File: config.mk
export PLATFORM = sky130hd
export DESIGN_NAME = hwsc_shape
export DESIGN_NICKNAME = d
export VERILOG_FILES = /design/src/rtl/hwsc_pkg.sv /design/src/rtl/hwsc_div.sv /design/src/rtl/hwsc_shape.sv
export SDC_FILE = /design/constraint.sdc
export NUM_CORES = 2
export LEC_CHECK = 0
export ABC_AREA = 0
export BUFFER_PORTS_ARGS = -buffer_cell sky130_fd_sc_hd__buf_2
export CORE_MARGIN = 2
export CORE_UTILIZATION = 60
export DETAILED_ROUTE_END_ITERATION = 8
export HOLD_SLACK_MARGIN = 0.08
export PLACE_DENSITY = 0.77
export SLEW_MARGIN = 20
export SYNTH_ARGS = -nofsm -noshare
export SYNTH_HDL_FRONTEND = slang
export SYNTH_SLANG_ARGS = --single-unit
File: constraint.sdc
create_clock -name clock -period 11 [get_ports clock]
set_input_delay 0.55 -clock clock [delete_from_list [all_inputs] [get_ports clock]]
set_output_delay 0.55 -clock clock [all_outputs]
set_load 0.01 [all_outputs]
File: src/rtl/hwsc_pkg.sv
// hwsc_pkg: shared types, constants and rounding helper for the half-wave soft clipper
// used by hwsc_div, hwsc_shape and half_wave_soft_clipper; no dependencies
package hwsc_pkg;

   // stream and field sizes
   localparam int CH_NUM   = 8;
   localparam int CH_W     = 3;
   localparam int SMP_W    = 24;
   localparam int TDATA_W  = 32;
   localparam int THR_W    = 23;
   localparam int CCNT_W   = 4;

   // half-wave store geometry
   localparam int HW_MAX   = 64;
   localparam int IDX_W    = 6;
   localparam int CNT_W    = 7;
   localparam int ADDR_W   = CH_W + IDX_W;
   localparam int MEM_DEPTH = CH_NUM * HW_MAX;

   // fixed point arithmetic
   localparam int FRAC     = 24;
   localparam int RAT_W    = 25;
   localparam int PROD_W   = 2 * RAT_W;
   localparam int TERM_W   = 26;
   localparam int NUM_W    = SMP_W + FRAC;

   // configuration register indexes
   localparam logic REG_THRESHOLD     = 1'b0;
   localparam logic REG_CHANNEL_COUNT = 1'b1;

   // request to the shaping unit
   typedef struct packed {
      logic             start;
      logic [SMP_W-1:0] mag;
      logic [SMP_W-1:0] peak;
      logic [THR_W-1:0] thr;
      logic             neg;
   } shp_req_type;

   // answer from the shaping unit
   typedef struct packed {
      logic             done;
      logic [SMP_W-1:0] mag;
   } shp_rsp_type;

   // round a product of two Q1.24 values back to Q2.24: add half, drop fraction bits
   function automatic logic [TERM_W-1:0] rnd(input logic [PROD_W-1:0] prod);
      logic [PROD_W-1:0] sum;
      sum = prod + (PROD_W'(1) << (FRAC - 1));
      return sum[FRAC +: TERM_W];
   endfunction

endpackage

File: src/rtl/hwsc_div.sv
// hwsc_div: restoring divider, one quotient bit per cycle
// computes the Q1.24 ratio of magnitude to peak; depends on hwsc_pkg
module hwsc_div (
   input  logic                                clock,
   input  logic                                reset,
   input  logic                                start,
   input  logic [hwsc_pkg::NUM_W-1:0]          num,
   input  logic [hwsc_pkg::SMP_W-1:0]          den,
   output logic                                done,
   output logic [hwsc_pkg::RAT_W-1:0]          quo
);

   logic                           busy_ff, busy_in;
   logic                           done_ff, done_in;
   logic [4:0]                     cnt_ff, cnt_in;
   logic [hwsc_pkg::SMP_W-1:0]     rem_ff, rem_in;
   logic [hwsc_pkg::RAT_W-1:0]     q_ff, q_in;
   logic [hwsc_pkg::SMP_W-1:0]     den_ff, den_in;
   logic [hwsc_pkg::SMP_W:0]       trial;
   logic [hwsc_pkg::SMP_W:0]       diff;
   logic                           ge;

   // trial subtract of the shifted remainder
   always_comb begin
      trial = {rem_ff, q_ff[hwsc_pkg::RAT_W-1]};
      diff  = trial - {1'b0, den_ff};
      ge    = trial >= {1'b0, den_ff};
   end

   // iteration control
   always_comb begin
      busy_in = busy_ff;
      done_in = 1'b0;
      cnt_in  = cnt_ff;
      rem_in  = rem_ff;
      q_in    = q_ff;
      den_in  = den_ff;
      if (start) begin
         busy_in = 1'b1;
         cnt_in  = '0;
         rem_in  = {1'b0, num[hwsc_pkg::NUM_W-1:hwsc_pkg::RAT_W]};
         q_in    = num[hwsc_pkg::RAT_W-1:0];
         den_in  = den;
      end else if (busy_ff) begin
         rem_in = ge ? diff[hwsc_pkg::SMP_W-1:0] : trial[hwsc_pkg::SMP_W-1:0];
         q_in   = {q_ff[hwsc_pkg::RAT_W-2:0], ge};
         cnt_in = cnt_ff + 5'd1;
         if (cnt_ff == 5'(hwsc_pkg::RAT_W - 1)) begin
            busy_in = 1'b0;
            done_in = 1'b1;
         end
      end
   end

   always_ff @(posedge clock) begin
      if (reset) begin
         busy_ff <= 1'b0;
         done_ff <= 1'b0;
         cnt_ff  <= '0;
      end else begin
         busy_ff <= busy_in;
         done_ff <= done_in;
         cnt_ff  <= cnt_in;
      end
      rem_ff <= rem_in;
      q_ff   <= q_in;
      den_ff <= den_in;
   end

   assign done = done_ff;
   assign quo  = q_ff;

endmodule

File: src/rtl/hwsc_shape.sv
// hwsc_shape: reshapes one magnitude with the quadratic or cubic curve
// one shared multiplier under a small sequencer; depends on hwsc_pkg, hwsc_div
module hwsc_shape (
   input  logic                  clock,
   input  logic                  reset,
   input  hwsc_pkg::shp_req_type req,
   output hwsc_pkg::shp_rsp_type rsp
);

   localparam logic [3:0] SH_IDLE = 4'd0;
   localparam logic [3:0] SH_DIV  = 4'd1;
   localparam logic [3:0] SH_SQ   = 4'd2;
   localparam logic [3:0] SH_R2   = 4'd3;
   localparam logic [3:0] SH_CU   = 4'd4;
   localparam logic [3:0] SH_R3   = 4'd5;
   localparam logic [3:0] SH_TA   = 4'd6;
   localparam logic [3:0] SH_A    = 4'd7;
   localparam logic [3:0] SH_TB   = 4'd8;
   localparam logic [3:0] SH_B    = 4'd9;
   localparam logic [3:0] SH_FIN  = 4'd10;

   logic [3:0]                      state_ff, state_in;
   logic                            big_ff, big_in;
   logic                            neg_ff, neg_in;
   logic [hwsc_pkg::SMP_W-1:0]      mag_ff, mag_in;
   logic [hwsc_pkg::RAT_W-1:0]      ca_ff, ca_in;
   logic [hwsc_pkg::RAT_W-1:0]      cb_ff, cb_in;
   logic [hwsc_pkg::RAT_W-1:0]      r_ff, r_in;
   logic [hwsc_pkg::RAT_W-1:0]      r2_ff, r2_in;
   logic [hwsc_pkg::RAT_W-1:0]      r3_ff, r3_in;
   logic [hwsc_pkg::TERM_W-1:0]     a_ff, a_in;
   logic [hwsc_pkg::TERM_W-1:0]     b_ff, b_in;
   logic [hwsc_pkg::PROD_W-1:0]     prod_ff, prod_in;
   logic [hwsc_pkg::SMP_W-1:0]      y_ff, y_in;
   logic                            done_ff, done_in;
   logic [hwsc_pkg::RAT_W-1:0]      opa, opb;
   logic [hwsc_pkg::TERM_W-1:0]     rterm;
   logic signed [27:0]              ysum;
   logic [hwsc_pkg::SMP_W-1:0]      top;
   logic signed [26:0]              c2p3t;
   logic [hwsc_pkg::SMP_W:0]        two_t;
   logic [hwsc_pkg::NUM_W-1:0]      div_num;
   logic                            div_done;
   logic [hwsc_pkg::RAT_W-1:0]      div_quo;

   // coefficients from peak and threshold
   always_comb begin
      two_t   = {1'b0, req.thr, 1'b0};
      c2p3t   = $signed({2'b0, req.peak, 1'b0}) - $signed({4'b0, req.thr})
                - $signed({3'b0, req.thr, 1'b0});
      div_num = {req.mag, {hwsc_pkg::FRAC{1'b0}}}
                + hwsc_pkg::NUM_W'(req.peak[hwsc_pkg::SMP_W-1:1]);
   end

   hwsc_div u_div (
      .clock (clock),
      .reset (reset),
      .start (req.start),
      .num   (div_num),
      .den   (req.peak),
      .done  (div_done),
      .quo   (div_quo)
   );

   // shared multiplier operand select
   always_comb begin
      unique case (state_ff)
         SH_SQ:   begin opa = r_ff;  opb = r_ff;  end
         SH_CU:   begin opa = r2_ff; opb = r_ff;  end
         SH_TA:   begin opa = ca_ff; opb = r2_ff; end
         SH_TB:   begin opa = cb_ff; opb = r3_ff; end
         default: begin opa = '0;    opb = '0;    end
      endcase
      prod_in = opa * opb;
      rterm   = hwsc_pkg::rnd(prod_ff);
   end

   // final sum and clamp
   always_comb begin
      ysum = $signed({4'b0, mag_ff}) - $signed({2'b0, a_ff}) + $signed({2'b0, b_ff});
      top  = neg_ff ? (hwsc_pkg::SMP_W'(1) << (hwsc_pkg::SMP_W - 1))
                    : ((hwsc_pkg::SMP_W'(1) << (hwsc_pkg::SMP_W - 1)) - 1'b1);
   end

   // sequencer
   always_comb begin
      state_in = state_ff;
      big_in   = big_ff;
      neg_in   = neg_ff;
      mag_in   = mag_ff;
      ca_in    = ca_ff;
      cb_in    = cb_ff;
      r_in     = r_ff;
      r2_in    = r2_ff;
      r3_in    = r3_ff;
      a_in     = a_ff;
      b_in     = b_ff;
      y_in     = y_ff;
      done_in  = 1'b0;
      unique case (state_ff)
         SH_IDLE: begin
            if (req.start) begin
               big_in   = {1'b0, req.peak} >= two_t;
               neg_in   = req.neg;
               mag_in   = req.mag;
               b_in     = '0;
               if ({1'b0, req.peak} >= two_t) begin
                  ca_in = c2p3t[hwsc_pkg::RAT_W-1:0];
                  cb_in = hwsc_pkg::RAT_W'({1'b0, req.peak} - two_t);
               end else begin
                  ca_in = hwsc_pkg::RAT_W'(req.peak - {1'b0, req.thr});
                  cb_in = '0;
               end
               state_in = SH_DIV;
            end
         end
         SH_DIV: begin
            if (div_done) begin
               r_in     = div_quo;
               state_in = SH_SQ;
            end
         end
         SH_SQ: state_in = SH_R2;
         SH_R2: begin
            r2_in    = rterm[hwsc_pkg::RAT_W-1:0];
            state_in = big_ff ? SH_CU : SH_TA;
         end
         SH_CU: state_in = SH_R3;
         SH_R3: begin
            r3_in    = rterm[hwsc_pkg::RAT_W-1:0];
            state_in = SH_TA;
         end
         SH_TA: state_in = SH_A;
         SH_A: begin
            a_in     = rterm;
            state_in = big_ff ? SH_TB : SH_FIN;
         end
         SH_TB: state_in = SH_B;
         SH_B: begin
            b_in     = rterm;
            state_in = SH_FIN;
         end
         SH_FIN: begin
            priority if (ysum < 0) begin
               y_in = '0;
            end else if (ysum > $signed({4'b0, top})) begin
               y_in = top;
            end else begin
               y_in = ysum[hwsc_pkg::SMP_W-1:0];
            end
            done_in  = 1'b1;
            state_in = SH_IDLE;
         end
         default: state_in = SH_IDLE;
      endcase
   end

   always_ff @(posedge clock) begin
      if (reset) begin
         state_ff <= SH_IDLE;
         done_ff  <= 1'b0;
      end else begin
         state_ff <= state_in;
         done_ff  <= done_in;
      end
      big_ff  <= big_in;
      neg_ff  <= neg_in;
      mag_ff  <= mag_in;
      ca_ff   <= ca_in;
      cb_ff   <= cb_in;
      r_ff    <= r_in;
      r2_ff   <= r2_in;
      r3_ff   <= r3_in;
      a_ff    <= a_in;
      b_ff    <= b_in;
      prod_ff <= prod_in;
      y_ff    <= y_in;
   end

   assign rsp.done = done_ff;
   assign rsp.mag  = y_ff;

endmodule

# ---- After elaboration in Yosys (flattened, before gate mapping)
# Index checks and enable logic that the tools add are counted.
# W data, S select, Z words.
dict set report totals {
  in_bits 75
  elab_cells 82
  register_bits 362
  output_inout_bits 25
}
dict set report classes {
  n_eq_ne 13
  muxes 22
  n_bitwise 1
  reduce_logical 10
  addsub 10
  order_cmp 4
  n_mul 1
}
# operator count
set ops {}
lappend ops {{$pmux W25 S4} 1}
lappend ops {{$mux W25} 3}
lappend ops {{$pmux W25 S3} 1}
lappend ops {{$mux W24} 3}
lappend ops {{$pmux W26 S2} 1}
lappend ops {{$add A50 B24 Y50 const B} 1}
lappend ops {{$mul A25 B25 Y50} 1}
lappend ops {{$add A48 B23 Y48} 1}
lappend ops {{$mux W23} 2}
lappend ops {{$pmux W4 S10} 1}
lappend ops {{$add A27 B27 Y28} 1}
lappend ops {{$gt A28 B25 Y1} 1}
lappend ops {{$lt A28 B1 Y1 const B} 1}
lappend ops {{$sub A24 B26 Y27} 1}
lappend ops {{$mux W26} 1}
lappend ops {{$ge A25 B24 Y1} 1}
lappend ops {{$sub A24 B23 Y25} 1}
lappend ops {{$sub A24 B24 Y25} 1}
lappend ops {{$sub A25 B23 Y25} 1}
lappend ops {{$sub A25 B25 Y25} 1}
lappend ops {{$ge A24 B24 Y1} 1}
lappend ops {{$sub A24 B24 Y24} 1}
lappend ops {{$eq A4 B3 Y1 const B} 4}
lappend ops {{$eq A4 B4 Y1 const B} 3}
lappend ops {{other kinds (15)} 27}

# ---- Logic depth before layout (Yosys ltp)
dict set report depth {
  word_depth 4
  mapped_depth 35
  mapped_depth_nobuf 32
}

# ---- Modules after synthesis
# A second synthesis with hierarchy kept.
dict set report unflattened {
  cells_unflattened 4294
  area_unflattened_um2 40851.7
}
# module seq_area_each_um2 cells_per_inst n_inst area_each_um2
set by_module_without_submodules {}
lappend by_module_without_submodules {hwsc_shape 7457.2 3861 1 35985.8}
lappend by_module_without_submodules {hwsc_div 2322.2 433 1 4865.9}

# ---- Worst setup path before layout
# Ideal clock, no wire load.
dict set report synth_timing {
  path_kind {register to register}
  start {register state_ff[0]}
  end {register prod_ff[30] (netlist name)}
  setup_slack_ns 2.566
  path_buffers 5
  stages_incl_launch_ff 35
  setup_ns 0.119
  arrival_ns 8.315
  cell_sequence {dfxtp_1 or2_1 clkbuf_2 nor2_2 clkbuf_1 buf_1 clkbuf_1 a22oi_1 nand2_1 clkbuf_1 nand2_1 fa_1 inv_1 fa_1 inv_1 fa_1 inv_1 fa_1 inv_1 fa_1 inv_1 fa_1 inv_1 fa_1 inv_1 ha_1 inv_1 or3_1 o22a_1 or3_1 o221ai_1 o41a_1 a21o_1 a21oi_1 xnor2_1}
}
dict set report synth_between {
  elab_chain_len 4
  word_cells_on_any_way 8
  cone_classes {mul: 1; eq/ne: 4; mux: 2; reduce/logical: 1}
}
# element line
set synth_rtl {}
lappend synth_rtl {{from (decl)} hwsc_shape.sv:22} ;# logic [3:0] state_ff, state_in;
lappend synth_rtl {{from (signal assigned)} hwsc_shape.sv:163} ;# state_ff <= state_in;
lappend synth_rtl {{$eq A4 B3 Y1 / $eq A4 B2 Y1 (equally long branches)} hwsc_shape.sv:67} ;# unique case (state_ff)
lappend synth_rtl {{$reduce_or A2 Y1 (no line)} --}
lappend synth_rtl {{$pmux W25 S3} hwsc_shape.sv:67}
lappend synth_rtl {{$mul A25 B25 Y50 *} hwsc_shape.sv:74} ;# prod_in = opa * opb;
lappend synth_rtl {{net prod_in, one bit} hwsc_shape.sv:33} ;# logic [hwsc_pkg::PROD_W-1:0] prod_ff, prod_in;
lappend synth_rtl {{to (signal assigned)} hwsc_shape.sv:176} ;# prod_ff <= prod_in;
lappend synth_rtl {{to (decl)} hwsc_shape.sv:33}
# Mark *: on every way through the listed nets, which the timed path passes. The rest lies on a longest branch.
# A chain may end at the register's enable or synchronous reset.

# ---- Worst setup path in the final report
dict set report layout_timing {
  start {register state_ff[0]}
  end {register prod_ff[47] (netlist name)}
}
# Same word-level chain as after synthesis.

==> metrics <==
Area Growth Syn to Fin=6.25%; global-route wire length before repair=176 mm; die height=around 260 µm; largest net degree at the start of global routing=90; maximum clock frequency=106 MHz; Biggest register=prod_ff; Final HPWL DP=roughly 88 mm; Gate power share=0.312; clock sink count=339; Worst-Skew Late Latency=about 570 ps; H-tree lvl count=2; multiplexer area fraction after synthesis=0.00992; flop2flop setup slack=1560 ps; part of the power in registers=0.386; post-synth net total=between 5000 and 6000; simple-gate share of the synthesized area=0.138; Worst EP required=11480 ps; row count=95; Mapped Cells=4313; Max-Cap Viols=0; GR Overflow Total=0; First-pass DRT Iterations=6; Total Neg Setup Slack=0 ps; Synth cell types=about 90; share of cells above drive strength 1=0.0628; initial antenna violation count=0; largest family of logic cells by synthesized area=adder cells; Synth area leaders=fa_1 (27%), edfxtp_1 (22%), ha_1 (11%), inv_1 (7.2%), nand2_1 (5.0%); most frequent CP cell=fa_1; worst r2r path cells=30; Hold Fails Final Rpt=0; Critical Path End=prod_ff[47]$_DFF_P_; Reg2Reg Capture Point=prod_ff[47]$_DFF_P_; Worst Path Max Fanout=25; Max stage delay on crit path=620 ps; core area=67000 µm²; CTS root buf=clkbuf_16; Starting Density=0.606; top-count cell post-synth=inv_1; CTS Hold Bufs=0; Setup-failing EPs final=0; status=finished, final reports clean; number of vias per cell=5.98; top post-synthesis cells by count=inv_1 (784), fa_1 (551), nand2_1 (542); fin nets=roughly 5300; WS Path Type=flip-flop to flip-flop; max-slew violations=0; sequential fraction of the synthesis area=0.241; routed len/inst=21.6 µm; cell area after synthesis=about 41000 µm²; Async SR Flop Fraction=0; WP data arrival=9920 ps; clock share of power=0.302; DRC viols=0; number of flip-flops in the largest register=27; Main synth FF type=edfxtp_1; CP Launch Type=flip-flop; number of port buffers=99; CTS resizes=0; Hold WC Path Type=input port to flip-flop; Post-Synth Adder-Cell Area=0.381; vias=31300; Synth warnings=0; FF-to-FF Start=state_ff[0]$_SDFFE_PP0P_; Compound-Gate Fraction of Synth Area=0.104; Post-Synth XOR/XNOR Area=0.0373; Top Registers=prod_ff (27), a_ff (26), b_ff (26); cell taking the most area after synthesis=fa_1; total I/O pin count=100; Routability Congestion=0.994; vias in the first global route=31400; Worst Max-Slew Pin Slew=1140 ps; Leak Pwr=20.0 nW; syn_area_per_cell=9.42 µm²; Max-slew headroom=0.242; cell area after placement=41900 µm²; Sw Share=0.342; Die X=264 µm; crit end category=flip-flop; Max VDD drop=~0.00015 V; crit path from=state_ff[0]$_SDFFE_PP0P_; Pint=2.72 mW; ant diodes=0; final instance area=about 43000 µm²; crit share post-route=0.858; final antenna-violating net count=0; Initial DRC Count=3148; Inst Count DP=a little over 5000; unrepaired setup endpoints after global routing=false; Post-Layout Cell Count=5239; Worst Clk Skew=~36 ps; DIE AREA=69800 µm²; CTS Buffer Depth=3; Crit-path slowest cell=nor2_4; CTS tree=built; Synth Register Bits=339; Final Util=0.644; Pwr Density=roughly 96 nW/µm²; Sw Pwr=1.41 mW; Final min period=about 9400 ps; # Post-CTS Setup Buffers=0; Global Route Usage Sum=0.330; Clk pin slew, worst setup/hold paths=~70 ps; total wire length=roughly 110 mm; EDFF count, synth=299; share of the synthesized area in the top cell type=0.272; cts bufs inserted=38
==> layout make-up <==
| cell class | instances | area [µm²] |
|---|---|---|
| fillers | 5416 | 23900 |
| repair buffers | 144 | 836 |
| flip-flops and latches | 339 | 9780 |
| clock buffers | 52 | 1080 |
| inverters | 785 | 2950 |
| multi-input cells | 3028 | 27300 |
| well taps | 873 | 1090 |
| clock inverters | 18 | 143 |
==> per-layer routing <==
layer | up-vias | routed length (µm) | global-route usage
li1 | 14000 | - | -
met1 | 15300 | 44200 | 0.444
met2 | 1715 | 50100 | 0.505
met3 | 386 | 11800 | 0.0704
met4 | 0 | 7060 | 0.175
met5 | - | 0 | 0
==> power groups by stage <==
stage | clock network (mW) | registers [mW] | logic (mW)
final | 1.25 | 1.59 | 1.29
after global routing | 1.31 | 1.60 | 1.42
after CTS | 1.26 | 1.59 | 1.26
after detailed placement | 0 | 1.62 | 1.26
after global placement | 0 | 1.61 | 1.23
after floorplan | 0 | 1.58 | 0.936
==> kinds of logic (layout without fill, tap and decap cells) <==
kind of cell	after synthesis	after routing
AND/OR/NAND/NOR	1276	1276
multiplexers	37	37
flip-flops	339	339
AO/OA/AOI/OAI	635	635
adder cells (fa/ha/maj)	907	907
XOR/XNOR	173	173
buffers and inverters	946	999
==> how the worst min path moves through the flow <==
| stage | slack [ps] | from | endpoint | cells past startpoint |
|---|---|---|---|---|
| 4_1_cts | 130 | req[0] | neg_ff$_DFFE_PP_ | 1 |
| 6_report | 160 | req[0] | neg_ff$_DFFE_PP_ | 1 |
| 3_3_place_gp | 430 | u_div.quo[10]$_DFFE_PP_ | r_ff[10]$_DFFE_PP_ | 0 |
| 2_1_floorplan | 420 | u_div.quo[22]$_DFFE_PP_ | r_ff[22]$_DFFE_PP_ | 0 |
| 5_1_grt | 140 | req[0] | neg_ff$_DFFE_PP_ | 1 |
| 3_5_place_dp | 430 | u_div.quo[22]$_DFFE_PP_ | r_ff[22]$_DFFE_PP_ | 0 |
==> worst max-delay path: cells and delay by family (launching register included) <==
family          cells  cell delay (ps)
fa+ha+maj           8             3880
compound gates      9             2040
simple gates        5             1950
buf+inv             7              800
flops               1              460
xor+xnor            1              160
==> stage by stage <==
| step | setup slack (ps) | power, mW | hold slack (ps) |
|---|---|---|---|
| after floorplan | 2570 | 2.52 | 418 |
| after CTS | 1650 | 4.12 | 133 |
| after global placement | 1970 | 2.85 | 430 |
| after detailed placement | 1700 | 2.87 | 432 |
| final | 1560 | 4.13 | 157 |
| after global routing | 1170 | 4.33 | 144 |
==> cell usage in the layout, fill, tap and decap left out, types with 34 or more instances in the layout <==
master	netlist	routed
buf_2	10	98
o21a_1	35	35
nand2_1	542	542
nand3_1	36	36
a21oi_1	169	169
clkbuf_16	0	40
a21o_1	75	75
nor2b_1	48	48
dfxtp_1	40	40
ha_1	356	356
edfxtp_1	299	299
inv_1	784	784
and2_1	46	46
a22oi_1	70	70
nand2b_1	35	35
fa_1	551	551
nor2_1	405	401
xor2_1	69	69
buf_4	2	46
xnor2_1	104	104
o21ai_0	114	114
nor3_1	35	34
No activity file was read; power rests on OpenSTA's default activity.
